===== src/design/nrt_pkg.sv =====
// ----------------------------------------------------------------------------
// nrt_pkg : shared types and constants of the note remap tracking table
// command codes, field widths, controller states and the command / status
// structs that join the controller and the datapath
// ----------------------------------------------------------------------------
package nrt_pkg;

    // field widths of one event
    localparam int unsigned CMD_W  = 2;
    localparam int unsigned CH_W   = 5;
    localparam int unsigned NOTE_W = 7;
    localparam int unsigned VEL_W  = 7;

    // packed slot entry: channel, original note, output note
    localparam int unsigned SLOT_W = CH_W + NOTE_W + NOTE_W;

    // results one note-off may emit, and a counter that can hold that figure
    localparam int unsigned MAX_RESULTS = 32;
    localparam int unsigned CNT_W       = $clog2(MAX_RESULTS + 1);

    // command codes
    localparam logic [CMD_W-1:0] CMD_ON      = 2'd0;
    localparam logic [CMD_W-1:0] CMD_OFF     = 2'd1;
    localparam logic [CMD_W-1:0] CMD_PENDING = 2'd2;

    // controller states
    typedef enum logic [2:0] {
        ST_IDLE,
        ST_ON_FIND,
        ST_READ,
        ST_COMPARE,
        ST_FLUSH
    } nrt_state_t;

    // commands from controller to datapath
    typedef struct packed {
        logic in_ready;
        logic accept;
        logic idx_clr;
        logic idx_inc;
        logic write_slot;
        logic clear_valid;
        logic hold_load;
        logic push_on;
        logic flush;
    } nrt_ctrl_t;

    // status from datapath to controller
    typedef struct packed {
        logic [CMD_W-1:0] in_cmd;
        logic             item_is_off;
        logic             slot_free;
        logic             match;
        logic             idx_last;
        logic             held_valid;
        logic             out_free;
        logic             emit_ok;
        logic             enable;
    } nrt_status_t;

endpackage


===== src/design/note_remap_tracking_table.sv =====
// ----------------------------------------------------------------------------
// note_remap_tracking_table : remembers remapped notes for matching note-offs
// top level joining the controller and the datapath
// ----------------------------------------------------------------------------
// usage
//   s_* carries events: s_tuser is the command (note on, note off, pending
//   removal), s_tdata the channel, original note, output note and velocity.
//   m_* carries emitted note events, m_tlast marks the final result of an
//   event; m_tuser is 1 for a note-off.
//   cfg_wen / cfg_wdata write output_enable; 0 keeps the table updating but
//   emits nothing.
// walk
//   a note-on walks up from slot 0 to the lowest free slot; a note-off or
//   pending removal walks every slot, reading each ram entry in two steps
//   (read, compare); a note-on result enters the output register once its
//   free slot is found and the output register is free; each note-off result
//   waits in a holding register until the next match or the end of the
//   walk, so the last one leaves once the walk is done
// reset
//   all slots are free and output_enable is 0; no ram clearing pass is needed
// stall
//   a stalled receiver holds the walk at the next match; one result waits in
//   the output register while the next is held, so nothing is lost
// ----------------------------------------------------------------------------
module note_remap_tracking_table
    import nrt_pkg::*;
#(
    parameter int unsigned TABLE_DEPTH = 32
) (
    input  logic        clk,
    input  logic        rst_n,
    input  logic        s_tvalid,
    output logic        s_tready,
    input  logic [31:0] s_tdata,   // channel, original_note, note_number, velocity
    input  logic [1:0]  s_tuser,   // command
    output logic        m_tvalid,
    input  logic        m_tready,
    output logic [23:0] m_tdata,   // out_channel, out_note, out_velocity
    output logic        m_tuser,   // out_is_off
    output logic        m_tlast,
    input  logic        cfg_wen,
    input  logic        cfg_wdata
);

    nrt_ctrl_t   ctrl;
    nrt_status_t status;

    // controller
    nrt_ctrl u_ctrl (
        .clk      (clk),
        .rst_n    (rst_n),
        .s_tvalid (s_tvalid),
        .status   (status),
        .ctrl     (ctrl)
    );

    // datapath
    nrt_datapath #(
        .TABLE_DEPTH (TABLE_DEPTH)
    ) u_datapath (
        .clk       (clk),
        .rst_n     (rst_n),
        .ctrl      (ctrl),
        .status    (status),
        .s_tuser   (s_tuser),
        .s_tdata   (s_tdata),
        .m_tvalid  (m_tvalid),
        .m_tready  (m_tready),
        .m_tdata   (m_tdata),
        .m_tuser   (m_tuser),
        .m_tlast   (m_tlast),
        .cfg_wen   (cfg_wen),
        .cfg_wdata (cfg_wdata)
    );

    assign s_tready = ctrl.in_ready;

endmodule


===== src/design/nrt_ram.sv =====
// ----------------------------------------------------------------------------
// nrt_ram : generic single-write, single-read ram
// one write port and one read port with the read data registered
// ----------------------------------------------------------------------------
module nrt_ram #(
    parameter int unsigned WIDTH = 19,
    parameter int unsigned DEPTH = 32
) (
    input  logic                     clk,
    input  logic                     we,
    input  logic [$clog2(DEPTH)-1:0] waddr,
    input  logic [WIDTH-1:0]         wdata,
    input  logic [$clog2(DEPTH)-1:0] raddr,
    output logic [WIDTH-1:0]         rdata
);

    logic [WIDTH-1:0] mem [DEPTH];
    logic [WIDTH-1:0] rdata_reg;

    // write port and registered read
    always_ff @(posedge clk)
    begin
        if (we)
        begin
            mem[waddr] <= wdata;
        end
        rdata_reg <= mem[raddr];
    end

    assign rdata = rdata_reg;

endmodule


===== src/design/nrt_ctrl.sv =====
// ----------------------------------------------------------------------------
// nrt_ctrl : controller of the note remap tracking table
// walks the slot table one entry at a time and sequences result transactions
// ----------------------------------------------------------------------------
module nrt_ctrl
    import nrt_pkg::*;
(
    input  logic        clk,
    input  logic        rst_n,
    input  logic        s_tvalid,
    input  nrt_status_t status,
    output nrt_ctrl_t   ctrl
);

    nrt_state_t state_reg;
    nrt_state_t state_next;

    // state register
    always_ff @(posedge clk or negedge rst_n)
    begin
        if (!rst_n)
        begin
            state_reg <= ST_IDLE;
        end
        else
        begin
            state_reg <= state_next;
        end
    end

    // next state and commands
    always_comb
    begin
        state_next = state_reg;
        ctrl       = '0;
        unique case (state_reg)
            ST_IDLE:
            begin
                ctrl.in_ready = 1'b1;
                if (s_tvalid)
                begin
                    ctrl.accept  = 1'b1;
                    ctrl.idx_clr = 1'b1;
                    priority if (status.in_cmd == CMD_ON)
                    begin
                        state_next = ST_ON_FIND;
                    end
                    else if (status.in_cmd == CMD_OFF || status.in_cmd == CMD_PENDING)
                    begin
                        state_next = ST_READ;
                    end
                    else
                    begin
                        state_next = ST_IDLE;
                    end
                end
            end

            // lowest free slot takes the note-on
            ST_ON_FIND:
            begin
                if (status.slot_free)
                begin
                    if (!status.enable || status.out_free)
                    begin
                        ctrl.write_slot = 1'b1;
                        ctrl.push_on    = status.enable;
                        state_next      = ST_IDLE;
                    end
                end
                else if (status.idx_last)
                begin
                    state_next = ST_IDLE;
                end
                else
                begin
                    ctrl.idx_inc = 1'b1;
                end
            end

            // ram read issued at the current slot
            ST_READ:
            begin
                state_next = ST_COMPARE;
            end

            // compare the slot read back and free it on a match
            ST_COMPARE:
            begin
                if (status.match && status.item_is_off && status.emit_ok)
                begin
                    if (!status.held_valid || status.out_free)
                    begin
                        ctrl.hold_load   = 1'b1;
                        ctrl.clear_valid = 1'b1;
                        ctrl.idx_inc     = !status.idx_last;
                        state_next       = status.idx_last ? ST_FLUSH : ST_READ;
                    end
                end
                else
                begin
                    ctrl.clear_valid = status.match;
                    ctrl.idx_inc     = !status.idx_last;
                    state_next       = status.idx_last ? ST_FLUSH : ST_READ;
                end
            end

            // final held result goes out marked last
            ST_FLUSH:
            begin
                if (!status.held_valid)
                begin
                    state_next = ST_IDLE;
                end
                else if (status.out_free)
                begin
                    ctrl.flush = 1'b1;
                    state_next = ST_IDLE;
                end
            end

            default:
            begin
                state_next = ST_IDLE;
            end
        endcase
    end

endmodule


===== src/design/nrt_datapath.sv =====
// ----------------------------------------------------------------------------
// nrt_datapath : datapath of the note remap tracking table
// item register, slot index, valid bits, slot ram, held result and output
// register
// ----------------------------------------------------------------------------
module nrt_datapath
    import nrt_pkg::*;
#(
    parameter int unsigned TABLE_DEPTH = 32
) (
    input  logic        clk,
    input  logic        rst_n,
    input  nrt_ctrl_t   ctrl,
    output nrt_status_t status,
    input  logic [1:0]  s_tuser,
    input  logic [31:0] s_tdata,
    output logic        m_tvalid,
    input  logic        m_tready,
    output logic [23:0] m_tdata,
    output logic        m_tuser,
    output logic        m_tlast,
    input  logic        cfg_wen,
    input  logic        cfg_wdata
);

    localparam int unsigned IDX_W = $clog2(TABLE_DEPTH);

    // item register
    logic [CMD_W-1:0]  cmd_reg;
    logic [CH_W-1:0]   ch_reg;
    logic [NOTE_W-1:0] orig_reg;
    logic [NOTE_W-1:0] note_reg;
    logic [VEL_W-1:0]  vel_reg;

    logic [IDX_W-1:0]       idx_reg;
    logic [TABLE_DEPTH-1:0] valid_reg;
    logic                   enable_reg;
    logic                   held_valid_reg;
    logic [NOTE_W-1:0]      held_note_reg;
    logic [CNT_W-1:0]       count_reg;

    logic              out_valid_reg;
    logic [CH_W-1:0]   out_ch_reg;
    logic [NOTE_W-1:0] out_note_reg;
    logic [VEL_W-1:0]  out_vel_reg;
    logic              out_off_reg;
    logic              out_last_reg;

    logic [SLOT_W-1:0] ram_wdata;
    logic [SLOT_W-1:0] ram_rdata;
    logic [CH_W-1:0]   rd_ch;
    logic [NOTE_W-1:0] rd_orig;
    logic [NOTE_W-1:0] rd_note;
    logic              key_match;
    logic              out_free;

    // slot ram, entry packed as channel, original note, output note
    assign ram_wdata = {note_reg, orig_reg, ch_reg};

    nrt_ram #(
        .WIDTH (SLOT_W),
        .DEPTH (TABLE_DEPTH)
    ) u_slot_ram (
        .clk   (clk),
        .we    (ctrl.write_slot),
        .waddr (idx_reg),
        .wdata (ram_wdata),
        .raddr (idx_reg),
        .rdata (ram_rdata)
    );

    assign rd_ch   = ram_rdata[CH_W-1:0];
    assign rd_orig = ram_rdata[CH_W+NOTE_W-1:CH_W];
    assign rd_note = ram_rdata[SLOT_W-1:CH_W+NOTE_W];

    // match key depends on the command
    always_comb
    begin
        if (cmd_reg == CMD_OFF)
        begin
            key_match = (rd_orig == orig_reg);
        end
        else
        begin
            key_match = (rd_note == note_reg);
        end
    end

    assign out_free = !out_valid_reg || m_tready;

    // status to the controller
    assign status.in_cmd      = s_tuser;
    assign status.item_is_off = (cmd_reg == CMD_OFF);
    assign status.slot_free   = !valid_reg[idx_reg];
    assign status.match       = valid_reg[idx_reg] && (rd_ch == ch_reg) && key_match;
    assign status.idx_last    = (idx_reg == IDX_W'(TABLE_DEPTH - 1));
    assign status.held_valid  = held_valid_reg;
    assign status.out_free    = out_free;
    assign status.emit_ok     = enable_reg && (count_reg != CNT_W'(MAX_RESULTS));
    assign status.enable      = enable_reg;

    // item capture, payload needs no reset
    always_ff @(posedge clk)
    begin
        if (ctrl.accept)
        begin
            cmd_reg  <= s_tuser;
            ch_reg   <= s_tdata[4:0];
            orig_reg <= s_tdata[11:5];
            note_reg <= s_tdata[18:12];
            vel_reg  <= s_tdata[25:19];
        end
    end

    // slot index, valid bits, held result and configuration
    always_ff @(posedge clk or negedge rst_n)
    begin
        if (!rst_n)
        begin
            idx_reg        <= '0;
            valid_reg      <= '0;
            enable_reg     <= 1'b0;
            held_valid_reg <= 1'b0;
            count_reg      <= '0;
        end
        else
        begin
            if (cfg_wen)
            begin
                enable_reg <= cfg_wdata;
            end
            if (ctrl.idx_clr)
            begin
                idx_reg <= '0;
            end
            else if (ctrl.idx_inc)
            begin
                idx_reg <= idx_reg + 1'b1;
            end
            if (ctrl.write_slot)
            begin
                valid_reg[idx_reg] <= 1'b1;
            end
            else if (ctrl.clear_valid)
            begin
                valid_reg[idx_reg] <= 1'b0;
            end
            if (ctrl.accept || ctrl.flush)
            begin
                held_valid_reg <= 1'b0;
            end
            else if (ctrl.hold_load)
            begin
                held_valid_reg <= 1'b1;
            end
            if (ctrl.accept)
            begin
                count_reg <= '0;
            end
            else if (ctrl.hold_load)
            begin
                count_reg <= count_reg + 1'b1;
            end
        end
    end

    // held note of the latest match
    always_ff @(posedge clk)
    begin
        if (ctrl.hold_load)
        begin
            held_note_reg <= rd_note;
        end
    end

    // output register valid
    always_ff @(posedge clk or negedge rst_n)
    begin
        if (!rst_n)
        begin
            out_valid_reg <= 1'b0;
        end
        else if (ctrl.push_on || ctrl.flush || (ctrl.hold_load && held_valid_reg))
        begin
            out_valid_reg <= 1'b1;
        end
        else if (m_tready)
        begin
            out_valid_reg <= 1'b0;
        end
    end

    // output register payload, the three loads never coincide
    always_ff @(posedge clk)
    begin
        if (ctrl.push_on)
        begin
            out_ch_reg   <= ch_reg;
            out_note_reg <= note_reg;
            out_vel_reg  <= vel_reg;
            out_off_reg  <= 1'b0;
            out_last_reg <= 1'b1;
        end
        else if (ctrl.flush)
        begin
            out_ch_reg   <= ch_reg;
            out_note_reg <= held_note_reg;
            out_vel_reg  <= vel_reg;
            out_off_reg  <= 1'b1;
            out_last_reg <= 1'b1;
        end
        else if (ctrl.hold_load && held_valid_reg)
        begin
            out_ch_reg   <= ch_reg;
            out_note_reg <= held_note_reg;
            out_vel_reg  <= vel_reg;
            out_off_reg  <= 1'b1;
            out_last_reg <= 1'b0;
        end
    end

    assign m_tvalid = out_valid_reg;
    assign m_tdata  = {5'd0, out_vel_reg, out_note_reg, out_ch_reg};
    assign m_tuser  = out_off_reg;
    assign m_tlast  = out_last_reg;

endmodule


===== config.mk =====
export PLATFORM = sky130hd
export DESIGN_NAME = note_remap_tracking_table
export DESIGN_NICKNAME = d
export VERILOG_FILES = /design/src/design/nrt_pkg.sv /design/src/design/note_remap_tracking_table.sv /design/src/design/nrt_ram.sv /design/src/design/nrt_ctrl.sv /design/src/design/nrt_datapath.sv
export SDC_FILE = /design/constraint.sdc
export NUM_CORES = 1
export LEC_CHECK = 0
export BUFFER_PORTS_ARGS = -buffer_cell sky130_fd_sc_hd__buf_2
export CORE_UTILIZATION = 44
export CTS_BUF_LIST = sky130_fd_sc_hd__clkbuf_8
export CTS_CLUSTER_DIAMETER = 50
export DETAILED_ROUTE_END_ITERATION = 10
export HOLD_SLACK_MARGIN = 0.06
export PLACE_DENSITY = 0.59
export SLEW_MARGIN = 10
export SYNTH_ARGS = -nofsm -noshare
export SYNTH_HDL_FRONTEND = slang
export SYNTH_SLANG_ARGS = --single-unit
export TNS_END_PERCENT = 10

===== constraint.sdc =====
create_clock -name clk -period 10.3 [get_ports clk]
set_input_delay 2.06 -clock clk [delete_from_list [all_inputs] [get_ports clk]]
set_output_delay 2.06 -clock clk [all_outputs]
set_load 0.02 [all_outputs]

==> impl_metrics.py <==
metrics = {
    "clocking": {
        "cts_buffers": 114,
        "tritoncts": "yes",
        "cts_root_buf": "clkbuf_8",
        "cts_max_level": 3,
        "max-clock-path-buffers": 3,
        "post_cts_buffers": 0,
        "holdBufCountCts": 0,
        "path_clk_slew_ns": 0.06,
        "clk-insertion-delay-late_ns": 0.73,
        "cts.sinks": 732,
        "cts_resized": 0,
    },
    "setup_path": {
        "r2r_cells": 8,
        "cp-startpoint": "u_datapath.note_reg[0]$_DFFE_PP_",
        "reg2reg_from": "u_datapath.note_reg[0]$_DFFE_PP_",
        "path_class": "flop to flop",
        "crit_path_start_kind": "flop",
        "critPathMaxFanout": 34,
        "crit_path_end_kind": "flop",
        "r2r_end": "u_datapath.out_ch_reg[1]$_DFFE_PP_",
        "r2r_setup_slack_ns": 6.05,
        "crit_arrival_ns": 4.63,
        "required_ns": 10.67,
    },
    "yosys": {
        "synth_ff_type": "edfxtp_1",
        "ys_top_cells_by_area": "edfxtp_1 (70%), mux4_2 (14%), dfrtp_1 (4.3%)",
        "synth_seq_cells": 732,
        "synth_top_area_share_pct": 69.6,
        "yosysSeqAreaShare_pct": 75.4,
        "syn_inst": 1378,
        "synth.largest_area_cell": "edfxtp_1",
        "syn_area_per_cell_um2": 20.7,
        "netlist_area_mm2": 0.0286,
        "ys_types": 49,
        "yosysMostFrequentCell": "edfxtp_1",
        "synth_edf_count": 662,
        "synth_commonest_cells": "edfxtp_1 (662), mux4_2 (176), dfrtp_1 (49), nor2_1 (49), mux2i_1 (35)",
        "synth_warnings": 0,
        "async_reset_ff_share_pct": 6.69,
    },
    "route": {
        "detail-route-antenna-nets": 0,
        "routedWlPerCell_um": 25.7,
        "wl_met1_um": 28500,
        "routed_via_density": 5.60,
        "wl_met3_um": 3210,
        "wl_met2_um": 31000,
        "dr.max_layer_used": "met4",
        "vias": 13900,
        "post-route-drc-count": 2,
        "drtPass1Iterations": 8,
        "wl_um": 63900,
        "drt_iter0_markers": 1301,
    },
    "sta": {
        "final-hold-violation-count": 0,
        "finalSetupViolations": 0,
        "rsz0062_at_grt": "false",
        "fin_skew_ns": 0.0312,
        "relSlewSlack_pct": 17.3,
        "setup_tns_ns": 0,
        "fin_crit_sh_pct": 41.3,
        "maxSlewViolCount": 0,
        "tightestPinTransition_ns": 1.24,
        "period_minus_slack_ns": 4.25,
        "clock.fmax_ghz": 0.235,
    },
    "min_path": {
        "hold_class": "flop to flop",
        "min_path_cells": 0,
        "min_to": "u_datapath.out_vel_reg[6]$_DFFE_PP_",
        "hp-start": "u_datapath.vel_reg[6]$_DFFE_PP_",
    },
    "die": {
        "initial_utilization_pct": 44.5,
        "die_w_um": 257,
        "dieArea_mm2": 0.0659,
        "io_pins": 68,
        "fp-row-count": 93,
        "die_h_um": 257,
        "core-area_mm2": 0.0642,
    },
    "layout": {
        "utilization_pct": 50.3,
        "fill_cells": 5262,
        "final_nets": 1581,
        "regArea_mm2": 0.0215,
        "largest_reg_flops": 608,
        "area_growth_pct": 13.2,
        "multi_input_area_mm2": 0.00666,
        "drive_gt1_share_pct": 31.3,
        "layoutNonFillerInstCount": 2487,
        "insertedDiodeCount": 0,
    },
    "power_and_ir_drop": {
        "clockPowerShare_pct": 30.3,
        "peakVddDrop_mv": 0.139,
        "p_seq_share_pct": 46.4,
        "p_switching_uw": 2230,
        "p_int_uw": 5500,
        "swShare_pct": 28.8,
        "power_density_mw_per_mm2": 239,
        "comb_power_share_pct": 23.2,
        "p_leak_uw": 0.0106,
    },
    "outcome": {
        "violations": "design-rule violations",
        "status": "finished with violations",
    },
    "placed_design": {
        "dp_hpwl_um": 34600,
        "port_buffers": 56,
        "placed_cells": 2272,
        "gp_congestion": 0.769,
    },
    "grt": {
        "gr-total-overflow": 0,
        "groute.usage.overall_pct": 19.7,
        "grt_max_degree": 126,
        "grt_pass1_wl_um": 94200,
        "antenna_found_initial": 1,
        "grt_pass1_vias": 14300,
    },
    "flow_run": {
        "max_cap_violations": 0,
    },
}
-- metrics by stage --
stage	setup slack, ns	area (um2)	hold WS, ns	total power (uW)
6_report	6.05	32300	0.421	7730
5_1_grt	5.72	32300	0.430	8050
4_1_cts	5.98	32300	0.425	7820
3_5_place_dp	5.51	30100	0.411	5470
3_3_place_gp	5.52	30100	0.401	5450
2_1_floorplan	6.38	28600	0.400	4950
-- worst max path at each step --
| stage | end | slack, ns | cells after the start |
|---|---|---|---|
| floorplan | u_datapath.u_slot_ram.mem[0][0]$_DFFE_PP_ | 6.38 | 5 |
| global placement | u_datapath.idx_reg[2]$_DFFE_PN0P_ | 5.52 | 8 |
| detailed placement | u_datapath.idx_reg[2]$_DFFE_PN0P_ | 5.51 | 8 |
| CTS | u_datapath.u_slot_ram.rdata[14]$_DFF_P_ | 5.98 | 5 |
| global route | u_datapath.out_vel_reg[3]$_DFFE_PP_ | 5.72 | 8 |
| finish | u_datapath.out_ch_reg[1]$_DFFE_PP_ | 6.05 | 8 |
-- logic make-up after synthesis --
| kind of cell | after synthesis | share of synthesized area (%) |
|---|---|---|
| XOR/XNOR | 20 | 0.614 |
| multiplexers | 232 | 15.9 |
| other | 1 | 0.0131 |
| flip-flops | 732 | 75.4 |
| AND/OR/NAND/NOR | 211 | 3.97 |
| AO/OA/AOI/OAI | 76 | 2.09 |
| adder cells (fa/ha/maj) | 8 | 0.351 |
| buffers and inverters | 98 | 1.63 |
-- worst max-delay path, cell delays in order (launching register included) --
cell and delay (ns):
edfxtp_1 1.17, xor2_1 0.32, nor4_1 0.81, nand3_1 0.21, a21o_1 0.30, nor3b_4 0.46
nand2_1 0.18, nand2b_1 0.11, buf_4 0.32
-- metal layers --
metal  up-vias  GRT usage (%)
met5         -              0
met4         0           5.49
met3        96           3.83
met2       414           31.3
met1      7389           27.8
li1       6017              -
-- power by group through the flow --
stage,Combinational [uW],Sequential [uW],Clock [uW]
2_1_floorplan,1390,3560,0
3_3_place_gp,1810,3650,0
3_5_place_dp,1820,3650,0
4_1_cts,1820,3590,2410
5_1_grt,1910,3610,2530
6_report,1800,3590,2340
-- area by class of cell --
cell class	count	share of cell area (%)
timing repair buffer	113	2.24
tap	855	3.31
sequential	732	66.6
clock inverter	75	1.01
inverter	20	0.232
clock buffer	140	5.96
multi-input combinational	552	20.6
-- cells in the final DEF (no fill, tap or decap), drive strengths merged, types with 3 or more instances in the layout --
| cell type | instances |
|---|---|
| a21o | 3 |
| a21oi | 11 |
| and3 | 3 |
| buf | 113 |
| clkbuf | 140 |
| clkinv | 28 |
| conb | 5 |
| dfrtp | 49 |
| dfxtp | 21 |
| edfxtp | 662 |
| ha | 8 |
| inv | 65 |
| mux2 | 21 |
| mux2i | 35 |
| mux4 | 176 |
| nand2 | 28 |
| nand2b | 10 |
| nand3 | 25 |
| nand3b | 4 |
| nand4 | 32 |
| nor2 | 50 |
| nor2b | 24 |
| nor3 | 13 |
| nor4 | 8 |
| o21ai | 5 |
| o221ai | 13 |
| o22ai | 5 |
| o2bb2ai | 32 |
| or2 | 3 |
| or3b | 3 |
| xnor2 | 3 |
| xor2 | 17 |
Note: power is estimated with default switching activity, not from simulation.
